File: src/mte_pkg.sv
`timescale 1ns / 1ps
`default_nettype none

package mte_pkg;

   // event kinds
   localparam logic [1:0] FUNC_TEMPO    = 2'd0;
   localparam logic [1:0] FUNC_NOTE_ON  = 2'd1;
   localparam logic [1:0] FUNC_NOTE_OFF = 2'd2;
   localparam logic [1:0] FUNC_END      = 2'd3;

   // register indexes
   localparam logic [1:0] REG_CHANNEL  = 2'd0;
   localparam logic [1:0] REG_VELOCITY = 2'd1;
   localparam logic [1:0] REG_TEMPO    = 2'd2;

   // reset values of the registers
   localparam logic [3:0]  CHANNEL_RESET  = 4'd0;
   localparam logic [6:0]  VELOCITY_RESET = 7'd64;
   localparam logic [23:0] TEMPO_RESET    = 24'd500000;

   // track bytes
   localparam logic [7:0] STATUS_NOTE_ON  = 8'h90;
   localparam logic [7:0] STATUS_NOTE_OFF = 8'h80;
   localparam logic [7:0] STATUS_META     = 8'hFF;
   localparam logic [7:0] META_TEMPO      = 8'h51;
   localparam logic [7:0] META_TEMPO_LEN  = 8'h03;
   localparam logic [7:0] META_END_TRACK  = 8'h2F;
   localparam logic [7:0] BYTE_ZERO       = 8'h00;

   // longest event: five delta bytes plus six tempo bytes
   localparam int MAX_BYTES = 11;
   localparam int CNT_W     = 4;

   typedef logic [7:0] byte_type;
   typedef logic [CNT_W-1:0] count_type;

   typedef struct packed {
      logic [3:0]  channel;
      logic [6:0]  velocity;
      logic [23:0] tempo;
   } cfg_type;

   typedef struct packed {
      logic [1:0]  func;
      logic [31:0] delta;
      logic [6:0]  pitch;
   } event_type;

endpackage

`default_nettype wire

File: src/mte_intf.sv
`timescale 1ns / 1ps
`default_nettype none

interface mte_req_if;
   logic        valid;
   logic        ready;
   logic [1:0]  func;
   logic [31:0] event_tick;
   logic [6:0]  pitch;

   modport source (output valid, func, event_tick, pitch, input ready);
   modport sink   (input valid, func, event_tick, pitch, output ready);
endinterface

interface mte_rsp_if;
   logic       valid;
   logic       ready;
   logic [7:0] data_byte;
   logic       last_byte;

   modport source (output valid, data_byte, last_byte, input ready);
   modport sink   (input valid, data_byte, last_byte, output ready);
endinterface

interface mte_csr_if;
   logic        valid;
   logic        ready;
   logic [1:0]  index;
   logic [23:0] data;

   modport source (output valid, index, data, input ready);
   modport sink   (input valid, index, data, output ready);
endinterface

`default_nettype wire

File: src/midi_track_event_encoder.sv
`timescale 1ns / 1ps
`default_nettype none

// MIDI track event encoder: takes tempo, note on, note off and end of track
// requests in tick order and streams the track bytes, one byte per cycle while
// the receiver is ready, with last_byte on the final byte of each event. Each
// event opens with its tick delta (modulo 2^32, 1 to 5 bytes of variable-length
// quantity); end of track is always 00 FF 2F 00 and leaves the stored tick
// alone. An event has 4 to 11 bytes (tempo 7-11, notes 4-8, end of track 4),
// sent from the output shift register. When the output is free, the first
// byte of a request shows once it has passed the request register and then
// the output shift register, and a request is taken while the previous event
// is still being sent, so the output runs without gaps as long as requests
// keep up. Registers are written through the csr channel, always ready; the
// user must write them only while the block is idle; the block does not check.

module midi_track_event_encoder (
   input wire logic clock,
   input wire logic reset,
   mte_req_if.sink  req_chan,
   mte_rsp_if.source rsp_chan,
   mte_csr_if.sink  csr_chan
);
   import mte_pkg::*;

   // configuration registers
   cfg_type     cfg_ff, cfg_in;

   // tick of the last timed event
   logic [31:0] prev_tick_ff, prev_tick_in;

   // request register: event with its delta already taken
   logic        in_valid_ff, in_valid_in;
   event_type   in_evt_ff, in_evt_in;

   // output shift register and bytes left to send
   byte_type    buf_ff [MAX_BYTES];
   byte_type    buf_in [MAX_BYTES];
   count_type   rem_ff, rem_in;

   byte_type    enc_bytes [MAX_BYTES];
   count_type   enc_count;

   logic        req_fire;
   logic        rsp_fire;
   logic        load;

   mte_encode u_encode (
      .evt   (in_evt_ff),
      .cfg   (cfg_ff),
      .bytes (enc_bytes),
      .count (enc_count)
   );

   assign csr_chan.ready = 1'b1;

   assign rsp_chan.valid     = (rem_ff != '0);
   assign rsp_chan.data_byte = buf_ff[0];
   assign rsp_chan.last_byte = (rem_ff == CNT_W'(1));
   assign rsp_fire           = rsp_chan.valid && rsp_chan.ready;

   // next event moves into the shift register when it is empty or its
   // last byte leaves this cycle
   assign load = in_valid_ff && ((rem_ff == '0) || rsp_fire && rsp_chan.last_byte);

   assign req_chan.ready = !in_valid_ff || load;
   assign req_fire       = req_chan.valid && req_chan.ready;

   // register writes, masked to each register's width
   always_comb begin
      cfg_in = cfg_ff;
      if (csr_chan.valid) begin
         unique case (csr_chan.index)
            REG_CHANNEL:  cfg_in.channel  = csr_chan.data[3:0];
            REG_VELOCITY: cfg_in.velocity = csr_chan.data[6:0];
            REG_TEMPO:    cfg_in.tempo    = csr_chan.data;
            default:      cfg_in = cfg_ff;
         endcase
      end
   end

   // request capture and tick delta
   always_comb begin
      in_evt_in    = in_evt_ff;
      prev_tick_in = prev_tick_ff;
      in_valid_in  = in_valid_ff;
      if (load) begin
         in_valid_in = 1'b0;
      end
      if (req_fire) begin
         in_valid_in     = 1'b1;
         in_evt_in.func  = req_chan.func;
         in_evt_in.delta = req_chan.event_tick - prev_tick_ff;
         in_evt_in.pitch = req_chan.pitch;
         if (req_chan.func != FUNC_END) begin
            prev_tick_in = req_chan.event_tick;
         end
      end
   end

   // output shift register
   always_comb begin
      buf_in = buf_ff;
      rem_in = rem_ff;
      if (load) begin
         buf_in = enc_bytes;
         rem_in = enc_count;
      end else if (rsp_fire) begin
         for (int i = 0; i < MAX_BYTES - 1; i++) begin
            buf_in[i] = buf_ff[i+1];
         end
         buf_in[MAX_BYTES-1] = BYTE_ZERO;
         rem_in = rem_ff - CNT_W'(1);
      end
   end

   always_ff @(posedge clock) begin
      if (reset) begin
         cfg_ff.channel  <= CHANNEL_RESET;
         cfg_ff.velocity <= VELOCITY_RESET;
         cfg_ff.tempo    <= TEMPO_RESET;
         prev_tick_ff    <= '0;
         in_valid_ff     <= 1'b0;
         rem_ff          <= '0;
      end else begin
         cfg_ff       <= cfg_in;
         prev_tick_ff <= prev_tick_in;
         in_valid_ff  <= in_valid_in;
         rem_ff       <= rem_in;
      end
   end

   // payload, no reset
   always_ff @(posedge clock) begin
      in_evt_ff <= in_evt_in;
      buf_ff    <= buf_in;
   end

endmodule

`default_nettype wire

File: src/mte_encode.sv
`timescale 1ns / 1ps
`default_nettype none

module mte_encode (
   input  wire mte_pkg::event_type evt,
   input  wire mte_pkg::cfg_type   cfg,
   output mte_pkg::byte_type  bytes [mte_pkg::MAX_BYTES],
   output mte_pkg::count_type count
);
   import mte_pkg::*;

   byte_type   grp [8];
   byte_type   tail [8];
   logic [2:0] vlq_len;
   logic [2:0] tail_len;
   count_type  pos;
   logic [2:0] gsel;
   logic [2:0] tsel;

   always_comb begin
      // delta groups, least significant first, continuation bit on upper groups
      grp[0] = {1'b0, evt.delta[6:0]};
      grp[1] = {1'b1, evt.delta[13:7]};
      grp[2] = {1'b1, evt.delta[20:14]};
      grp[3] = {1'b1, evt.delta[27:21]};
      grp[4] = {1'b1, 3'b000, evt.delta[31:28]};
      grp[5] = BYTE_ZERO;
      grp[6] = BYTE_ZERO;
      grp[7] = BYTE_ZERO;

      if (evt.delta[31:28] != 4'd0)      vlq_len = 3'd5;
      else if (evt.delta[27:21] != 7'd0) vlq_len = 3'd4;
      else if (evt.delta[20:14] != 7'd0) vlq_len = 3'd3;
      else if (evt.delta[13:7] != 7'd0)  vlq_len = 3'd2;
      else                               vlq_len = 3'd1;

      for (int j = 0; j < 8; j++) begin
         tail[j] = BYTE_ZERO;
      end

      case (evt.func)
         FUNC_TEMPO: begin
            tail[0]  = STATUS_META;
            tail[1]  = META_TEMPO;
            tail[2]  = META_TEMPO_LEN;
            tail[3]  = cfg.tempo[23:16];
            tail[4]  = cfg.tempo[15:8];
            tail[5]  = cfg.tempo[7:0];
            tail_len = 3'd6;
         end
         FUNC_NOTE_ON: begin
            tail[0]  = STATUS_NOTE_ON | {4'd0, cfg.channel};
            tail[1]  = {1'b0, evt.pitch};
            tail[2]  = {1'b0, cfg.velocity};
            tail_len = 3'd3;
         end
         default: begin
            tail[0]  = STATUS_NOTE_OFF | {4'd0, cfg.channel};
            tail[1]  = {1'b0, evt.pitch};
            tail[2]  = BYTE_ZERO;
            tail_len = 3'd3;
         end
      endcase

      for (int i = 0; i < MAX_BYTES; i++) begin
         pos  = CNT_W'(i);
         gsel = 3'(vlq_len - 3'd1 - pos[2:0]);
         tsel = 3'(pos - {1'b0, vlq_len});
         if (pos < {1'b0, vlq_len}) begin
            bytes[i] = grp[gsel];
         end else begin
            bytes[i] = tail[tsel];
         end
      end
      count = {1'b0, vlq_len} + {1'b0, tail_len};

      // end of track is a fixed sequence with a zero delta
      if (evt.func == FUNC_END) begin
         bytes[0] = BYTE_ZERO;
         bytes[1] = STATUS_META;
         bytes[2] = META_END_TRACK;
         bytes[3] = BYTE_ZERO;
         count    = CNT_W'(4);
      end
   end

endmodule

`default_nettype wire

File: src/flat_wrapper.sv
// flat-port wrapper written by rule: the top's interface ports become plain ports
module midi_track_event_encoder_flat import mte_pkg::*;
  (clock, reset, req_chan_valid, req_chan_func, req_chan_event_tick, req_chan_pitch, req_chan_ready, rsp_chan_valid, rsp_chan_data_byte, rsp_chan_last_byte, rsp_chan_ready, csr_chan_valid, csr_chan_index, csr_chan_data, csr_chan_ready);
  mte_req_if req_chan_i ();
  mte_rsp_if rsp_chan_i ();
  mte_csr_if csr_chan_i ();
  input wire logic clock;
  input wire logic reset;
  input wire logic [$bits(req_chan_i.valid)-1:0] req_chan_valid;
  input wire logic [$bits(req_chan_i.func)-1:0] req_chan_func;
  input wire logic [$bits(req_chan_i.event_tick)-1:0] req_chan_event_tick;
  input wire logic [$bits(req_chan_i.pitch)-1:0] req_chan_pitch;
  output wire logic [$bits(req_chan_i.ready)-1:0] req_chan_ready;
  output wire logic [$bits(rsp_chan_i.valid)-1:0] rsp_chan_valid;
  output wire logic [$bits(rsp_chan_i.data_byte)-1:0] rsp_chan_data_byte;
  output wire logic [$bits(rsp_chan_i.last_byte)-1:0] rsp_chan_last_byte;
  input wire logic [$bits(rsp_chan_i.ready)-1:0] rsp_chan_ready;
  input wire logic [$bits(csr_chan_i.valid)-1:0] csr_chan_valid;
  input wire logic [$bits(csr_chan_i.index)-1:0] csr_chan_index;
  input wire logic [$bits(csr_chan_i.data)-1:0] csr_chan_data;
  output wire logic [$bits(csr_chan_i.ready)-1:0] csr_chan_ready;
  assign req_chan_i.valid = req_chan_valid;
  assign req_chan_i.func = req_chan_func;
  assign req_chan_i.event_tick = req_chan_event_tick;
  assign req_chan_i.pitch = req_chan_pitch;
  assign req_chan_ready = req_chan_i.ready;
  assign rsp_chan_valid = rsp_chan_i.valid;
  assign rsp_chan_data_byte = rsp_chan_i.data_byte;
  assign rsp_chan_last_byte = rsp_chan_i.last_byte;
  assign rsp_chan_i.ready = rsp_chan_ready;
  assign csr_chan_i.valid = csr_chan_valid;
  assign csr_chan_i.index = csr_chan_index;
  assign csr_chan_i.data = csr_chan_data;
  assign csr_chan_ready = csr_chan_i.ready;
  midi_track_event_encoder u_core (.clock(clock), .reset(reset), .req_chan(req_chan_i), .rsp_chan(rsp_chan_i), .csr_chan(csr_chan_i));
endmodule
File: config.mk
export PLATFORM = sky130hd
export DESIGN_NAME = midi_track_event_encoder_flat
export DESIGN_NICKNAME = d
export VERILOG_FILES = /design/src/mte_pkg.sv /design/src/mte_intf.sv /design/src/midi_track_event_encoder.sv /design/src/mte_encode.sv /design/src/flat_wrapper.sv
export SDC_FILE = /design/constraint.sdc
export NUM_CORES = 1
export LEC_CHECK = 0
export BUFFER_PORTS_ARGS = -buffer_cell sky130_fd_sc_hd__buf_2
export CAP_MARGIN = 10
export CORE_UTILIZATION = 55
export DETAILED_ROUTE_END_ITERATION = 10
export HOLD_SLACK_MARGIN = 0.06
export MAX_ROUTING_LAYER = met4
export PLACE_DENSITY = 0.86
export SLEW_MARGIN = 20
export SYNTH_ARGS = -nofsm -noshare
export SYNTH_HDL_FRONTEND = slang
export SYNTH_SLANG_ARGS = --single-unit
File: constraint.sdc
create_clock -name clock -period 5.83 [get_ports clock]
set_input_delay 0.8745 -clock clock [delete_from_list [all_inputs] [get_ports clock]]
set_output_delay 0.8745 -clock clock [all_outputs]
set_load 0.02 [all_outputs]
==> impl_results.md, run 1 <==
- Max_slew headroom: 0.293
- Rows: between 50 and 60
- Status: finished, violations left
- Hold depth: 2
- Hold buffers post-CTS: 0
- All-Layer GR Usage: 0.344
- Core Region: between 20000 and 25000 µm²
- Worst Path Arrival: 5450 ps
- Num ports: between 80 and 90
- Initial Utilization: 0.564
- WL/cell: around 23 µm
- Diode count: 0
- Fin crit share: 0.870
- Vias in the first global route: ~11000
- Total of max-cap violations: 0
- Failing checks: design-rule violations
- DR DRC count: 4
- HP Class: flip-flop to flip-flop
- Skew final: around 13 ps
- Gr ovfl total: 0
- Antenna Nets Post-Route: 0
- Post-CTS setup buffers: 0
- R2r setup slk: 760 ps
- Hold_sp: u_core.prev_tick_ff[22]
- Sequential area share after synthesis: 0.430
- Startpoint types: flip-flop
- H-tree Lvls: 1
- Yosys cell types: 80
- CTS Buf Count: 24
- CP required: a little over 6000 ps
- Syn_area_per_cell: a little under 9 µm²
- CTS tree: built
- P_leak: just over 5 nW
- Worst r2r dst: u_core.rsp_chan.data_byte[4]
- Full die area: ~23000 µm²
- Largest net degree at the start of global routing: 73
- Via Count: ~11000
- Synth-to-Final Area Change: 9.99%
- Cell Pwr Density: around 440 nW/µm²
- TritonCTS Sinks: around 200
- Cell area after synthesis: 12400 µm²
- First-pass GRT wire length: approximately 60000 µm
- Tmin final: just over 5000 ps
- Hold path endpoint: u_core.prev_tick_ff[22]
- Setup TNS: 0 ps
- Layout cells sized above 1: 0.114
- Post-route insts no fill: between 1500 and 2000
- Vias per cell: around 6.6
- Die Y: about 150 µm
- Synth Net Count: 1533
- Worst VDD drop: 0.000528 V
- Reg2reg path depth: 13
- Slew Limit Fails: 0
- CTS Buffer Depth: 3
- Post-cts resize count: 0
- Worst setup margin: 760 ps
- GPL Wtd Cong: 1.03
- Final setup fails: 0
- Worst Setup End Kind: flip-flop
- Final Hold Viols: 0
- Critical Path Fanout Max: 28
- Antenna violations before repair: 0
- Nets: around 1600
- Port bufs: between 80 and 90
- Prevailing post-synth register cell: edfxtp_1
- Root Driver: clkbuf_16
- Pre-CTS setup slack: about 940 ps
- Iteration-0 DRC Markers: between 1500 and 2000
- Synthesis Warnings: 0
- EDFF count, synth: about 130
- Cells after Synth: ~1400
- Synth Register Bits: about 200
- Post-route cell area: roughly 14000 µm²
- Placed wire-length estimate: around 28000 µm
- Clock latency at the later pin of the worst-skew pair: approximately 530 ps
- Slew at the pin with the worst max-slew slack: ~1100 ps
- Drt total wl: slightly below 40000 µm
- Die W: around 150 µm
- Drt first pass iters: 9
- Reg2reg start: u_core.in_evt_ff[31]
- Ys async rst share: 0
- DP Area: 12800 µm²
- Setup CP Type: flip-flop to flip-flop
- Clk slew on worst S/H paths: roughly 60 ps
- Fmax achieved: about 0.20 GHz
- Inst Count DP: about 1700
- RSZ-0062 raised after global routing: false
-- worst max path at each step --
stage,cells after the start,slack (ps),endpoint,start
after detailed placement,11,940,u_core.buf_ff[74],u_core.in_evt_ff[31]
final,13,760,u_core.rsp_chan.data_byte[4],u_core.in_evt_ff[31]
after floorplan,13,2060,u_core.rsp_chan.data_byte[1],u_core.in_evt_ff[38]
after global placement,11,1180,u_core.buf_ff[74],u_core.in_evt_ff[31]
after CTS,11,940,u_core.buf_ff[74],u_core.in_evt_ff[31]
after global routing,12,550,u_core.rsp_chan.data_byte[5],u_core.in_evt_ff[31]
-- where the power goes --
group	switching, mW	leakage [nW]	internal [mW]
clock network	0.608	0.387	0.882
logic	1.31	2.84	0.676
registers	0.288	1.84	2.20
total	2.21	5.07	3.76
-- worst max-delay path, cell delays in order (launching register included) --
cell      delay (ps)
edfxtp_1         430
nor4_1           490
nand3_2          350
clkinv_1         440
nand2_2          320
inv_2            390
ha_2             540
inv_1            500
buf_4            360
nand2_1          220
nor2_1           240
nand4_1          290
nor2_1           200
a221o_1          140
-- placed cells by master, fill, tap and decap left out, types with 12 or more instances in the layout --
master	instances
a221oi_1	13
o21a_1	12
clkbuf_16	25
a31oi_1	22
buf_2	81
dfxtp_1	72
ha_1	40
nand4_1	15
a21oi_1	161
o22ai_1	19
nand3_1	32
inv_1	56
nor3_1	26
nand2_1	221
mux2i_1	40
edfxtp_1	129
xnor2_1	21
o21ai_0	97
buf_4	17
nor2_1	121
-- routing by layer --
layer  vias to the layer above  track usage  wire (µm)
li1                       5223            -          -
met1                      5459        0.467      16400
met2                       646        0.532      17800
met5                         -            -          0
met4                         0        0.115       1340
met3                       110       0.0491       3710
-- area by class of cell --
class / instances / area, µm²
fill: 1860 / 8350
clock buffer: 36 / 707
tap: 280 / 350
sequential: 201 / 5320
clock inverter: 8 / 75.1
multi-input combinational: 1057 / 6400
inverter: 60 / 225
timing repair buffer: 98 / 533
-- cells by family (layout without fill, tap and decap cells) --
kind of cell | after synthesis | after routing | synth area share
xor gates and xnor gates | 30 | 30 | 0.0212
buffers and inverters | 161 | 202 | 0.0543
adders and majority gates | 42 | 42 | 0.0431
AOI/OAI and AO/OA | 444 | 444 | 0.223
other | 1 | 1 | 0.000303
muxes | 56 | 56 | 0.0524
DFF | 201 | 201 | 0.430
and+or+nand+nor | 484 | 484 | 0.176
-- cell usage after synthesis (4+ instances only) --
cell,count,area [µm²]
o21bai_1,6,45.0
a21oi_1,161,806
a21o_1,9,67.6
o21ai_0,97,485
a221o_1,4,40.0
nor4_1,5,31.3
a31oi_1,22,138
o22ai_1,19,119
o21ai_1,5,25.0
o211ai_1,11,82.6
mux2_2,8,90.1
o31ai_1,11,82.6
o221ai_1,9,78.8
o32ai_1,4,35.0
inv_1,56,210
o32a_1,6,60.1
a221oi_1,13,114
edfxtp_1,129,3870
xnor2_1,21,184
clkbuf_1,79,297
nand3_1,32,160
a32oi_1,6,52.6
a22oi_1,10,75.1
buf_2,6,30.0
nand2b_1,10,62.6
nand3b_1,10,75.1
nor3_1,26,130
dfxtp_1,72,1440
nor2_1,121,454
xor2_1,9,78.8
nor2b_1,4,25.0
or3_1,7,43.8
mux4_2,6,135
nand2_1,223,837
buf_4,10,75.1
a211oi_1,5,37.5
o21a_1,12,90.1
nand4_1,15,93.8
mux2i_1,40,400
ha_1,41,513
and3_1,8,50.1
and2_1,6,37.5
-- state kept, by name (all words and copies together), names as in the netlist --
signal and cells:
u_core.in_valid_ff 1, u_core.rsp_chan.data_byte 8, u_core.in_evt_ff 41, u_core.rem_ff 4
u_core.prev_tick_ff 32, u_core.buf_ff 80, u_core.cfg_ff 35
-- metrics by stage --
stage	power, mW	hold slack [ps]	utilization
after floorplan	3.81	436	-
after global placement	4.38	442	0.584
after detailed placement	4.44	447	0.584
after CTS	5.92	455	0.620
after global routing	6.22	472	0.620
final	5.97	453	0.620
Power figures use the tool's default switching activity.
==> inputs of run 2 (changes only) <==
- RECOVER_POWER: default -> 100
==> impl_results.md, run 2 (synthesis gave the netlist of run 1 again) <==
- Status: finished, violations left (unchanged)
- Failing checks: design-rule violations, max-capacitance violations, max-slew violations (was design-rule violations)
- Reg2reg path depth: 13 (unchanged)
- Critical Path Fanout Max: 28 (unchanged)
- Worst r2r dst: u_core.rsp_chan.data_byte[4] (unchanged)
- Register with the highest flop count: u_core.buf_ff (unchanged)
- R2r setup slk: 520 ps (was 760 ps)
- Worst VDD drop: 0.000512 V (was 0.000528 V)
- Startpoint types: flip-flop (unchanged)
- DR DRC count: 4 (unchanged)
- Tmin final: 5310 ps (was 5070 ps)
- Core Region: 22000 µm² (unchanged)
- First-pass GRT wire length: 60500 µm (unchanged)
- Vias in the first global route: 10544 (unchanged)
- Cell depth of the worst setup path: 13 (unchanged)
- TritonCTS Sinks: 201 (unchanged)
- Hold buffers post-CTS: 0 (unchanged)
- Full die area: 23100 µm² (unchanged)
- HP Class: flip-flop to flip-flop (unchanged)
- Slew at the pin with the worst max-slew slack: 2760 ps (was 1060 ps)
- Root Driver: clkbuf_16 (unchanged)
- Final setup fails: 0 (unchanged)
- Skew final: 11.5 ps (was 12.8 ps)
- Max_slew headroom: -0.841 (was 0.293)
- Post-cts resize count: 0 (unchanged)
- Reg2reg start: u_core.in_evt_ff[32] (was u_core.in_evt_ff[31])
- Setup TNS: 0 ps (unchanged)
- Slew Limit Fails: 198 (was 0)
- Drt first pass iters: 9 (unchanged)
- Port bufs: 82 (unchanged)
- CP top delay family: simple AND/OR/NAND/NOR gates (unchanged)
- Filler cells: 1871 (was 1860)
- Rows: 54 (unchanged)
- Antenna Nets Post-Route: 0 (unchanged)
- Num ports: 84 (unchanged)
- Cell Pwr Density: 440 nW/µm² (was 438 nW/µm²)
- Fin crit share: 0.910 (was 0.870)
- Worst Setup End Kind: flip-flop (unchanged)
- Total power: 5.97 mW (about the same)
- Layout cells sized above 1: 0.0966 (was 0.114)
- CP max stage cell: ha_2 (unchanged)
- Diode count: 0 (unchanged)
- Clock latency at the later pin of the worst-skew pair: 530 ps (about the same)
- Die W: 152 µm (unchanged)
- Vias per cell: 6.56 (was 6.57)
- Via Count: 11419 (was 11438)
- Most frequent cells in the layout: nand2_1, a21oi_1, edfxtp_1, nor2_1, o21ai_0 (unchanged)
- Buffer and inverter count on the worst path: 4 (unchanged)
- H-tree Lvls: 1 (unchanged)
- All-Layer GR Usage: 0.344 (unchanged)
- WL/cell: 22.5 µm (was 22.6 µm)
- Drt total wl: 39200 µm (was 39300 µm)
- Nets: 1556 (unchanged)
- CP peak stage delay: 600 ps (was 540 ps)
- Setup CP Type: flip-flop to flip-flop (unchanged)
- Initial Utilization: 0.564 (unchanged)
- Iteration-0 DRC Markers: 1546 (was 1667)
- Worst Path Arrival: 5690 ps (was 5450 ps)
- Fmax achieved: 0.188 GHz (was 0.197 GHz)
- Total of max-cap violations: 4 (was 0)
- CTS Buf Count: 24 (unchanged)
- Largest net degree at the start of global routing: 73 (unchanged)
- GPL Wtd Cong: 1.03 (unchanged)
- Most common cell after layout, fill and taps aside: nand2_1 (unchanged)
- P_leak: 4.99 nW (was 5.07 nW)
- CP Cell Sequence: nor4_1, nand3_2, clkinv_1, nand2_2, inv_1, ha_2, inv_1, buf_4, nand2_1, nor2_1, nand4_1, nor2_1, a221o_1 (was nor4_1, nand3_2, clkinv_1, nand2_2, inv_2, ha_2, inv_1, buf_4, nand2_1, nor2_1, nand4_1, nor2_1, a221o_1)
- Worst setup endpoint: u_core.rsp_chan.data_byte[4] (unchanged)
- CTS Buffer Depth: 3 (unchanged)
- CP required: 6210 ps (about the same)
- Top flop regs: u_core.buf_ff (80), u_core.in_evt_ff (41), u_core.cfg_ff (35) (unchanged)
- Antenna violations before repair: 0 (unchanged)
- Largest register FFs: 80 (unchanged)
- Synth-to-Final Area Change: 9.58% (was 9.99%)
- RSZ-0062 raised after global routing: false (unchanged)
- Placed wire-length estimate: 28100 µm (unchanged)
- Die Y: 152 µm (unchanged)
- Final Hold Viols: 0 (unchanged)
- CTS tree: built (unchanged)
- Gr ovfl total: 0 (unchanged)
- Clk slew on worst S/H paths: 60 ps (about the same)
- Critical Path Source: u_core.in_evt_ff[32] (was u_core.in_evt_ff[31])
- Post-CTS setup buffers: 0 (unchanged)
[run 2: changes by cell type in the layout (fill, tap and decap cells not counted), sizes merged]
cell	before	now
buf	98	75
clkbuf	36	59
[run 2: where the power goes]
group / switching, mW / leakage (nW) / internal (mW)
Combinational: 1.31 / 2.76 / 0.660
Clock: 0.606 / 0.387 / 0.882
Sequential: 0.291 / 1.84 / 2.22
[run 2: per-stage QoR]
step	setup slack, ps	hold WS [ps]	utilization	cell area (µm²)	instances
global route	295	472	0.617	13600	1740
detailed placement	937	447	0.584	12800	1696
floorplan	2060	436	-	12400	1419
CTS	937	455	0.620	13600	1740
finish	522	453	0.617	13600	1740
global placement	1180	442	0.584	12800	1696
[run 2: worst register-to-register path: cells and delay by family (launching register included)]
kind,cells,cell delay (ps)
AOI/OAI and AO/OA,1,140
adders and majority gates,1,610
buffers and inverters,4,1880
DFF,1,440
and+or+nand+nor,7,2100
[run 2: layer usage]
layer / GRT usage / vias to the layer above / share of wire
met5: - / - / 0
met2: 0.532 / 634 / 0.45
met3: 0.0491 / 110 / 0.095
met4: 0.115 / 0 / 0.035
met1: 0.467 / 5449 / 0.42
li1: - / 5226 / -
[run 2: worst min-delay path by stage]
stage,start,end,slack [ps],cells past startpoint
after floorplan,u_core.prev_tick_ff[10],u_core.prev_tick_ff[10],440,2
after global placement,u_core.prev_tick_ff[10],u_core.prev_tick_ff[10],440,2
after detailed placement,u_core.prev_tick_ff[19],u_core.prev_tick_ff[19],450,2
after CTS,u_core.prev_tick_ff[19],u_core.prev_tick_ff[19],460,2
after global routing,u_core.prev_tick_ff[3],u_core.prev_tick_ff[3],470,2
final,u_core.prev_tick_ff[22],u_core.prev_tick_ff[22],450,2
[run 2: cell type report]
| class | instances | area (µm²) | share of cell area |
|---|---|---|---|
| clock inverter | 8 | 75.1 | 0.00554 |
| sequential | 201 | 5320 | 0.392 |
| timing repair buffer | 98 | 492 | 0.0363 |
| multi-input combinational | 1057 | 6390 | 0.472 |
| clock buffer | 36 | 707 | 0.0521 |
| inverter | 60 | 225 | 0.0166 |
| tap | 280 | 350 | 0.0258 |
==> inputs of run 3 (changes only) <==
==> constraint.sdc (replaced) <==
create_clock -name clock -period 5.83 [get_ports clock]
set_input_delay 0.583 -clock clock [delete_from_list [all_inputs] [get_ports clock]]
set_output_delay 0.583 -clock clock [all_outputs]
set_load 0.02 [all_outputs]
==> impl_results.md, run 3 (synthesis gave the netlist of run 1 again) <==
- Status: finished, violations left (unchanged)
- Failing checks: design-rule violations, max-capacitance violations, max-slew violations (unchanged)
- TritonCTS Sinks: 201 (unchanged)
- Setup CP Type: flip-flop to flip-flop (unchanged)
- DR DRC count: 4 (unchanged)
- Via Count: 11350 (was 11419)
- Synth-to-Final Area Change: 9.81% (was 9.58%)
- RSZ-0062 raised after global routing: false (unchanged)
- Critical Path Fanout Max: 32 (was 28)
- Worst setup endpoint: u_core.buf_ff[68] (was u_core.rsp_chan.data_byte[4])
- CP max stage cell: clkbuf_1 (was ha_2)
- Full die area: 23100 µm² (unchanged)
- Diode count: 0 (unchanged)
- Largest net degree at the start of global routing: 73 (unchanged)
- R2r setup slk: 550 ps (was 520 ps)
- Post-route cell area: 13600 µm² (about the same)
- Register with the highest flop count: u_core.buf_ff (unchanged)
- Root Driver: clkbuf_16 (unchanged)
- CP required: 6110 ps (was 6210 ps)
- Drt total wl: 38900 µm (was 39200 µm)
- Tmin final: 5280 ps (was 5310 ps)
- Slew Limit Fails: 230 (was 198)
- H-tree Lvls: 1 (unchanged)
- Worst VDD drop: 0.000573 V (was 0.000512 V)
- Num ports: 84 (unchanged)
- Final Hold Viols: 0 (unchanged)
- Worst r2r dst: u_core.buf_ff[68] (was u_core.rsp_chan.data_byte[4])
- CP top delay family: buffers and inverters (was simple AND/OR/NAND/NOR gates)
- Hold buffers post-CTS: 0 (unchanged)
- Die Y: 152 µm (unchanged)
- Drt first pass iters: 9 (unchanged)
- GPL Wtd Cong: 1.01 (was 1.03)
- Die W: 152 µm (unchanged)
- Cell depth of the worst setup path: 11 (was 13)
- CTS Buffer Depth: 3 (unchanged)
- All-Layer GR Usage: 0.345 (was 0.344)
- CP peak stage delay: 1140 ps (was 600 ps)
- Most common cell after layout, fill and taps aside: nand2_1 (unchanged)
- Fin util: 0.619 (was 0.617)
- Post-CTS setup buffers: 0 (unchanged)
- Final setup fails: 0 (unchanged)
- Slew at the pin with the worst max-slew slack: 2790 ps (was 2760 ps)
- Skew final: 13.6 ps (was 11.5 ps)
- Fmax achieved: 0.189 GHz (was 0.188 GHz)
- Buffer and inverter count on the worst path: 3 (was 4)
- Reg2reg path depth: 11 (was 13)
- P_leak: 5.03 nW (was 4.99 nW)
- Total of max-cap violations: 5 (was 4)
- Inst Count DP: 1698 (was 1696)
- WL/cell: 22.4 µm (was 22.5 µm)
- First-pass GRT wire length: 60300 µm (was 60500 µm)
- Critical Path Source: u_core.in_evt_ff[19] (was u_core.in_evt_ff[32])
- Top flop regs: u_core.buf_ff (80), u_core.in_evt_ff (41), u_core.cfg_ff (35) (unchanged)
- Setup TNS: 0 ps (unchanged)
- Initial Utilization: 0.564 (unchanged)
- DP Area: 12800 µm² (about the same)
- Core Region: 22000 µm² (unchanged)
- Layout cells sized above 1: 0.102 (was 0.0966)
- Worst Setup End Kind: flip-flop (unchanged)
- Vias in the first global route: 10538 (was 10544)
- Startpoint types: flip-flop (unchanged)
- Vias per cell: 6.52 (was 6.56)
- Largest register FFs: 80 (unchanged)
- CP Cell Sequence: or4_1, o211a_4, o21ai_4, clkbuf_1, inv_2, buf_4, a21oi_2, o21ai_0, a31oi_1, a21oi_1, a22o_1 (was nor4_1, nand3_2, clkinv_1, nand2_2, inv_1, ha_2, inv_1, buf_4, nand2_1, nor2_1, nand4_1, nor2_1, a221o_1)
- Clk slew on worst S/H paths: 60 ps (about the same)
- Fin crit share: 0.906 (was 0.910)
- Reg2reg start: u_core.in_evt_ff[19] (was u_core.in_evt_ff[32])
- Port bufs: 82 (unchanged)
- CTS Buf Count: 23 (was 24)
- Most frequent cells in the layout: nand2_1, a21oi_1, edfxtp_1, nor2_1, o21ai_0 (unchanged)
- Post-route insts no fill: 1740 (unchanged)
- Cell Pwr Density: 439 nW/µm² (was 440 nW/µm²)
- Worst Path Arrival: 5570 ps (was 5690 ps)
- Post-cts resize count: 0 (unchanged)
- Max_slew headroom: -0.860 (was -0.841)
- Rows: 54 (unchanged)
- Nets: 1557 (was 1556)
- Clock latency at the later pin of the worst-skew pair: 530 ps (about the same)
- Antenna violations before repair: 0 (unchanged)
- Antenna Nets Post-Route: 0 (unchanged)
- Iteration-0 DRC Markers: 1366 (was 1546)
- CTS tree: built (unchanged)
- Gr ovfl total: 0 (unchanged)
- HP Class: primary input to flip-flop (was flip-flop to flip-flop)
- Placed wire-length estimate: 28400 µm (was 28100 µm)
[run 3: cell type report]
class	count	area, µm²
timing repair buffer	100	520
fill	1854	8370
clock buffer	26	587
clock inverter	16	194
inverter	60	225
multi-input combinational	1057	6400
tap	280	350
sequential	201	5320
[run 3: worst min-delay path by stage]
stage	from	endpoint	slack (ps)	cells after the start
after floorplan	u_core.prev_tick_ff[10]	u_core.prev_tick_ff[10]	440	2
after global placement	u_core.prev_tick_ff[10]	u_core.prev_tick_ff[10]	440	2
after detailed placement	u_core.prev_tick_ff[18]	u_core.prev_tick_ff[18]	450	2
after CTS	req_chan_pitch[1]	u_core.in_evt_ff[1]	210	1
after global routing	req_chan_pitch[1]	u_core.in_evt_ff[1]	220	1
final	req_chan_pitch[1]	u_core.in_evt_ff[1]	220	1
[run 3: per-stage QoR]
| step | hold slack, ps | worst slack (ps) | total power [mW] |
|---|---|---|---|
| after CTS | 214 | 965 | 5.94 |
| final | 223 | 547 | 5.97 |
| after detailed placement | 446 | 974 | 4.42 |
| after global placement | 442 | 1120 | 4.38 |
| after floorplan | 436 | 2060 | 3.81 |
| after global routing | 216 | 287 | 6.25 |
[run 3: worst register-to-register path: stages (launching register included)]
cell and delay [ps]:
edfxtp_1 530, or4_1 610, o211a_4 350, o21ai_4 170, clkbuf_1 1140, inv_2 720
buf_4 450, a21oi_2 460, o21ai_0 170, a31oi_1 180, a21oi_1 60, a22o_1 200
[run 3: report_power, final]
part           internal, mW  total, mW  leakage [nW]  switching, mW
sequential             2.21       2.50          1.84          0.284
combinational         0.660       1.96          2.80           1.30
clock                 0.906       1.52         0.386          0.610
[run 3: per-layer routing]
layer / up-vias / global-route usage / routed length, µm
li1: 5235 / - / -
met5: - / - / 0
met3: 130 / 0.0676 / 4310
met1: 5320 / 0.453 / 15600
met2: 665 / 0.528 / 17400
met4: 0 / 0.134 / 1590
